<file path="config.mk">
export PLATFORM = sky130hd
export DESIGN_NAME = vtpc_fifo
export DESIGN_NICKNAME = d
export VERILOG_FILES = /design/src/rtl/core/vtpc_pkg.sv /design/src/rtl/core/vtpc_fifo.sv
export SDC_FILE = /design/constraint.sdc
export NUM_CORES = 1
export LEC_CHECK = 0
export ABC_AREA = 1
export BUFFER_PORTS_ARGS = -buffer_cell sky130_fd_sc_hd__buf_2
export CAP_MARGIN = 20
export CORE_MARGIN = 4
export CORE_UTILIZATION = 30
export CTS_BUF_LIST = sky130_fd_sc_hd__clkbuf_16
export DETAILED_ROUTE_END_ITERATION = 16
export GPL_TIMING_DRIVEN = 0
export REMOVE_ABC_BUFFERS = 1
export SETUP_SLACK_MARGIN = 0.1
export SYNTH_ARGS = -nofsm -noshare
export SYNTH_HDL_FRONTEND = slang
export SYNTH_SLANG_ARGS = --single-unit
</file>
<file path="constraint.sdc">
create_clock -name clk -period 12.32 [get_ports clk]
set_input_delay 0.616 -clock clk [delete_from_list [all_inputs] [get_ports clk]]
set_output_delay 0.616 -clock clk [all_outputs]
set_load 0.03 [all_outputs]
</file>
<file path="src/rtl/core/vtpc_pkg.sv">
// Package for the vertex transform / projection / clip block.
// Shared constants, register codes and structs; no dependencies.
`timescale 1ns / 1ps
package vtpc_pkg;

    localparam int SKIN_COORD_BITS = 10;
    localparam int CAM_W           = 24;
    localparam int PROD_W          = 56;
    localparam int DVS_W           = 24;
    localparam int DIV_STAGES      = PROD_W;
    localparam int FIFO_DEPTH      = 4;
    localparam int FIFO_AW         = 2;
    localparam int APB_AW          = 6;
    localparam int APB_DW          = 64;

    // register indexes
    localparam logic [2:0] REG_ROT_X    = 3'd0;
    localparam logic [2:0] REG_ROT_Y    = 3'd1;
    localparam logic [2:0] REG_ROT_Z    = 3'd2;
    localparam logic [2:0] REG_TRANS    = 3'd3;
    localparam logic [2:0] REG_SCALE    = 3'd4;
    localparam logic [2:0] REG_CENTER   = 3'd5;
    localparam logic [2:0] REG_RECT     = 3'd6;
    localparam logic [2:0] REG_NEAR     = 3'd7;

    // 2^35 as dividend for inverse depth
    localparam logic [PROD_W-1:0] INV_DIVIDEND = PROD_W'(64'h8_0000_0000);
    localparam logic [31:0]       U32_MAX      = 32'hFFFF_FFFF;

    typedef struct packed {
        logic [47:0]        rot_x;
        logic [47:0]        rot_y;
        logic [47:0]        rot_z;
        logic [59:0]        trans;
        logic [63:0]        scale;
        logic [63:0]        center;
        logic [63:0]        rect;
        logic [CAM_W-1:0]   near;
    } cfg_t;

    typedef struct packed {
        logic signed [CAM_W-1:0] cam_x;
        logic signed [CAM_W-1:0] cam_y;
        logic signed [CAM_W-1:0] cam_z;
        logic                    near;
        logic [15:0]             light;
        logic [25:0]             tex_s;
        logic [25:0]             tex_t;
    } item_t;

    typedef struct packed {
        item_t item;
        logic  neg_u;
        logic  neg_v;
        logic  z_neg;
        logic  z_zero;
    } side_t;

endpackage

</file>
<file path="src/rtl/core/vtpc_fifo.sv">
// Short queue between front and back ends.
// Depends on vtpc_pkg.
`timescale 1ns / 1ps
module vtpc_fifo (
    input  logic            clk,
    input  logic            rst_n,
    input  logic            push,
    input  vtpc_pkg::item_t push_item,
    input  logic            pop,
    output logic            full,
    output logic            empty,
    output vtpc_pkg::item_t head
);
    import vtpc_pkg::*;

    item_t              mem_reg [FIFO_DEPTH];
    logic [FIFO_AW-1:0] wr_ptr_reg;
    logic [FIFO_AW-1:0] rd_ptr_reg;
    logic [FIFO_AW:0]   count_reg;
    logic [FIFO_AW:0]   count_next;

    assign full  = count_reg == (FIFO_AW+1)'(FIFO_DEPTH);
    assign empty = count_reg == '0;
    assign head  = mem_reg[rd_ptr_reg];

    always_comb
    begin
        count_next = count_reg;
        if (push && !pop)
            count_next = count_reg + 1'b1;
        else if (pop && !push)
            count_next = count_reg - 1'b1;
    end

    // pointers and fill count
    always_ff @(posedge clk or negedge rst_n)
    begin
        if (!rst_n)
        begin
            wr_ptr_reg <= '0;
            rd_ptr_reg <= '0;
            count_reg  <= '0;
        end
        else
        begin
            if (push)
                wr_ptr_reg <= wr_ptr_reg + 1'b1;
            if (pop)
                rd_ptr_reg <= rd_ptr_reg + 1'b1;
            count_reg <= count_next;
        end
    end

    always_ff @(posedge clk)
    begin
        if (push)
            mem_reg[wr_ptr_reg] <= push_item;
    end

endmodule

</file>
# == Word level (Yosys, flattened, before mapping) ==
# Memories as Yosys holds them, arrays and structs flattened.
# Cells that the tools add are included.
# totals
input_bits,145
latch_bits,0
register_bits,7
wordCells,19
rom_bits,0
out_inout_bits,143
memories,1
ram_bits,564
# op_classes
div,0
n_mux,4
multipliers,0
bitwise,0
reduce_logical,6
n_shift,0
magnitude_cmp,0
n_eq_ne,1
addsub,4
# memory_table
memory,words,width,rd,rd_ports_with_merged_regs,wr,line_no,source
mem_reg,4,141,1,0,1,vtpc_fifo.sv:16,item_t mem_reg [FIFO_DEPTH];
# op_table
operator,count
$mux 3,2
$add 2x1->2 const B,2
$add 3x1->3 const B,1
$eq 3x3->1 const B,1
$logic_not 3->1,1
$sub 3x1->3 const B,1
$logic_and 1x1->1,2
$logic_not 1->1,2
$mux 1,2
$reduce_bool 2->1,1

# == Logic depth before layout (Yosys ltp) ==
# Gate-level depths: netlist (run 1).
# logic_depth
depth_word,4
ltp_mapped,9
depth_no_buf,9

# == Worst setup path after synthesis (run 1) ==
# Ideal clock, no wire load.
# synth_timing
path_kind,input to register
start,in push
end,"mem mem_reg[0][0] in the netlist's numbering, enable pin"
setup_ns,0.494
t_arrival_ns,3.641
n_path_buf,1
cell_stages,3
path_slack_ns,8.185
required_ns,11.826
path_cell_list,clkbuf_1 -> nand2_1 -> inv_1
# synth_between
elab_chain_len,2
# synth_lines
item,line_no,source
from (decl),vtpc_fifo.sv:7,"input logic push,"
$mux 1,vtpc_fifo.sv:56,if (push)
$mux 1 (not written as such),vtpc_fifo.sv:57,mem_reg[wr_ptr_reg] <= push_item;
to (decl),vtpc_fifo.sv:16,
# No other way between the ends.

==> metrics.cfg, run 1 <==
[placement]
portBuffers = 287
post-place-ws_ns = 9.04
dpl.hpwl_um = 28500
placed_cells = 2927
gp_congestion = 0.667
place_area_sq_um = 25200

[floorplan]
dieArea_sq_um = 81100
core_region_area_sq_um = 75900
row_count = 101
start_util = 0.302
ioPinCount = 288
die_x_um = 285
dieHeight_um = 285

[route]
drtAntennaViolNets = 0
drc = 0
first_pass_iters = 5
num_vias = 13300
vias_per_cell = 4.38
wl_per_cell_um = 16.1
wirelength_um = 48900
drtIter0Drc = 590

[synth]
avgSynthCellArea_sq_um = 13.6
postSynthCellCount = 1693
synth_cell_types = 18
ys_seq_elements = 571
ys_seq_area_frac = 0.745
syn_area_sq_um = 23000
yosys_warnings = 0

[critical_path]
cp-start-kind = register
r2r-start = wr_ptr_reg[1]
cp_max_fo = 108
critical_path_arrival_ns = 3.28
crit_start = rd_ptr_reg[0]
cp.required_ns = 11.70
critPathCaptureType = output port
worstSetupPathType = register to output port

[final_layout]
layout-drive-gt1-share = 0.197
fillers = 7230
utilization = 0.358
instances_no_fill = 3044
final_common_cell = edfxtp_1
nNetsFinal = 2112
final_cell_mix = edfxtp_1, nand2_1, inv_1
area_growth_syn_to_layout_pct = 18.2
largest_reg_flops = 564
stdcell_area_sq_um = 27200

[clock_network]
cts_htree_levels = 2
cts_tree = yes
clock-sinks = 571
cts_buffers = 61
postCtsSetupBuffers = 0
clk_path_buf_depth = 3
cts-root-buf = clkbuf_16
clk_latency_ns = 0.63
clk_pin_slew_ns = 0.06

[timing]
timing.hold.ws_ns = 0.210
finalClockSkew_ns = 0.0243
fmax_ghz = 0.257
final.period_utilization = 0.316
setup_viol = 0
fin_crit_ns = 3.90
relSlewSlack = 0.447
fin_ws_ns = 8.42
hold_viol_final = 0
drv_slew = 0
fin_tns_setup_ns = 0
worst_pin_slew_ns = 0.829
rsz0062_at_grt = false

[global_route]
gr-usage-met3 = 0.0383
busiest_layer = met2
grt_pass1_vias = 13700
grt_max_degree = 109
grt_util_all_layers = 0.118
grtUsageMet1 = 0.135
grt_pass1_wl_um = 75000
grt_use_met2 = 0.213
grt_overflow_total = 0
antenna_found_initial = 9

[run]
cap_violations = 0

[hold_path]
min_path_type = input pin to register
min_from = push_item[119]

[power]
power.leakage_nw = 10.7
totalPowerFinal_mw = 7.11
powerDensity_nw_per_um2 = 262
peakVddDrop_mv = 0.245

[status]
outcome = complete, no violations

Yosys cell counts:
cell type	count	area (sq um)
buf_2	21	105
buf_4	10	75.1
buf_6	58	653
clkbuf_1	6	22.5
dfrtp_1	7	175
edfxtp_1	564	16900
fa_1	1	20.0
ha_1	5	62.6
inv_1	293	1100
inv_4	1	6.26
nand2_1	436	1640
nand3_1	1	5.00
nand4_1	1	6.26
nor3_1	2	10.0
o211ai_1	282	2120
o21ai_1	1	5.00
xnor2_1	1	8.76
xor2_1	3	26.3
area by class of cell:
class | count | area, sq um | area share
Multi-Input combinational cell | 733 | 3900 | 0.143
Timing Repair Buffer | 300 | 1780 | 0.0654
Clock inverter | 51 | 402 | 0.0148
Sequential cell | 571 | 17100 | 0.630
Clock buffer | 61 | 1530 | 0.0562
Inverter | 294 | 1140 | 0.0420
Antenna cell | 4 | 10.0 | 0.000369
Tap cell | 1030 | 1290 | 0.0474
power breakdown:
group | internal, mW | switching (mW)
Clock | 1.00 | 0.737
Sequential | 2.54 | 0.147
Combinational | 0.721 | 1.96
Total | 4.27 | 2.84
logic make-up after synthesis:
logic type / count (synthesis) / share of synthesized area
fa+ha+maj: 6 / 0.00360
buf+inv: 389 / 0.0854
flops: 571 / 0.745
simple gates: 440 / 0.0722
xor+xnor: 4 / 0.00153
compound gates: 283 / 0.0924
timing repair:
| action | 4_1_cts | 5_1_grt |
|---|---|---|
| endpoints found under the setup margin | 0 | 0 |
| hold buffers | 1 | 0 |
| gates resized for setup | 0 | 0 |
| endpoints found under the hold margin | 7 | 0 |
layer usage:
layer / vias up / part of all wire / wire length [um]
met2: 288 / 0.51 / 24800
met5: - / 0.0012 / 61
li1: 6468 / - / -
met1: 6485 / 0.40 / 19700
met3: 78 / 0.070 / 3400
met4: 10 / 0.020 / 992
worst max-delay path, stage by stage, from the launching register on:
cell and delay [ns]:
dfrtp_4 0.91, buf_16 0.35, buf_16 0.32, buf_16 0.37
nand2_1 0.11, o211ai_1 0.10, nand2_1 0.11, buf_2 0.19
worst paths after layout:
check	endpoint	slack, ns	depth (start not counted)
max in group asynchronous	rd_ptr_reg[1]	11.74	2
setup / recovery	head[138]	8.42	7
setup reg to reg	mem_reg[1][114]	10.10	5
hold reg to reg	wr_ptr_reg[0]	0.55	1
min in group asynchronous	count_reg[1]	0.40	2
hold / removal	mem_reg[0][119]	0.21	1
Power figures use the tool's default switching activity.
==> inputs of run 2 (changes only) <==
==> constraint.sdc (replaced) <==
create_clock -name clk -period 4 [get_ports clk]
set_input_delay 0.2 -clock clk [delete_from_list [all_inputs] [get_ports clk]]
set_output_delay 0.2 -clock clk [all_outputs]
set_load 0.03 [all_outputs]
==> metrics.cfg, run 2 (synthesis results as in run 1) <==
[status]
outcome = complete, no violations

[timing]
hold_viol_final = 0
rsz0062_at_grt = false
fmax_ghz = 0.287
finalClockSkew_ns = 0.0241
timing.hold.ws_ns = 0.336
fin_crit_ns = 3.48
final.period_utilization = 0.871
setup_viol = 0
worst_pin_slew_ns = 0.826
relSlewSlack = 0.449
drv_slew = 0

[placement]
dpl.hpwl_um = 28500
portBuffers = 287
place_area_sq_um = 25200
placed_cells = 2927
gp_congestion = 0.667

[clock_network]
cts-root-buf = clkbuf_16
cts_tree = yes
clock-sinks = 571
clk_pin_slew_ns = 0.06
cts_hold_buf = 145
clk_path_buf_depth = 3
cts_buffers = 61
postCtsSetupBuffers = 0
cts_htree_levels = 2
cts_repair_resize_count = 0
clk_latency_ns = 0.63

[critical_path]
cp.required_ns = 3.80
rr_worst_depth = 5
worstSetupPathType = register to output port
cp-start-kind = register
crit_start = rd_ptr_reg[0]
cp_max_fo = 108
critical_path_arrival_ns = 3.28
critPathCaptureType = output port
r2r-start = wr_ptr_reg[1]

[final_layout]
instances_no_fill = 3187
largest_reg_flops = 564
final_common_cell = edfxtp_1
fillers = 7098
final_cell_mix = edfxtp_1, nand2_1, inv_1
area_growth_syn_to_layout_pct = 24.5
stdcell_area_sq_um = 28600
utilization = 0.377
layout-drive-gt1-share = 0.184
nNetsFinal = 2256

[global_route]
grt_pass1_wl_um = 77500
grt_util_all_layers = 0.120
grt_pass1_vias = 14500
grt_max_degree = 109
antenna_found_initial = 3
grt_overflow_total = 0

[hold_path]
worstHoldPathCells = 2
min_path_type = input pin to register
min_from = push_item[113]

[floorplan]
core_region_area_sq_um = 75900
start_util = 0.302
die_x_um = 285
row_count = 101
dieArea_sq_um = 81100
dieHeight_um = 285
ioPinCount = 288

[route]
num_vias = 13900
wirelength_um = 49800
drtIter0Drc = 533
vias_per_cell = 4.36
drtAntennaViolNets = 0
wl_per_cell_um = 15.6
first_pass_iters = 4
drc = 0

[power]
powerDensity_nw_per_um2 = 770
totalPowerFinal_mw = 22.0
power.leakage_nw = 11.3
peakVddDrop_mv = 0.751

[run]
cap_violations = 0

-- run 2: cell types whose count changed in the layout (fill, tap and decap cells not counted), sizes merged --
cell | before | now
dlygate4sd3 | 1 | 145
diode | 4 | 3
-- run 2: worst max-delay path, stage by stage (launching register included) --
cell,delay [ns]
dfrtp_4,0.91
buf_16,0.36
buf_16,0.32
buf_16,0.37
nand2_1,0.11
o211ai_1,0.10
nand2_1,0.11
buf_2,0.19
-- run 2: final timing paths --
path,end,slack [ns]
max in group asynchronous,rd_ptr_reg[1],3.17
min in group asynchronous,rd_ptr_reg[0],0.55
hold / removal,mem_reg[3][113],0.34
setup reg to reg,mem_reg[1][114],1.79
hold reg to reg,wr_ptr_reg[0],0.55
setup / recovery,head[138],0.52
-- run 2: area by class of cell --
cell class / instances / area, sq um / share of cell area
antenna: 3 / 7.51 / 0.000262
clock buffer: 61 / 1530 / 0.0534
clock inverter: 51 / 402 / 0.0140
inverter: 294 / 1140 / 0.0399
multi-input combinational: 733 / 3900 / 0.136
sequential: 571 / 17100 / 0.599
tap: 1030 / 1290 / 0.0451
timing repair buffer: 444 / 3220 / 0.113
-- run 2: layer usage --
metal | vias to the layer above | share of wire | global-route usage
met3 | 75 | 0.060 | 0.0324
met4 | 2 | 0.021 | 0.0311
met5 | - | 0.00026 | 0
li1 | 6759 | - | -
met1 | 6758 | 0.41 | 0.140
met2 | 291 | 0.51 | 0.219
-- run 2: metrics by stage --
| step | setup TNS, ns | setup slack (ns) |
|---|---|---|
| after global placement | -2762.90 | -9.60 |
| after detailed placement | 0 | 1.14 |
| final | 0 | 0.518 |
| after floorplan | -850.60 | -5.96 |
| after CTS | 0 | 0.433 |
| after global routing | 0 | 0.222 |
-- run 2: report_power, final --
group          switching (mW)  internal [mW]
combinational            6.06           2.31
sequential              0.456           7.83
clock                    2.28           3.09
total                    8.79           13.2
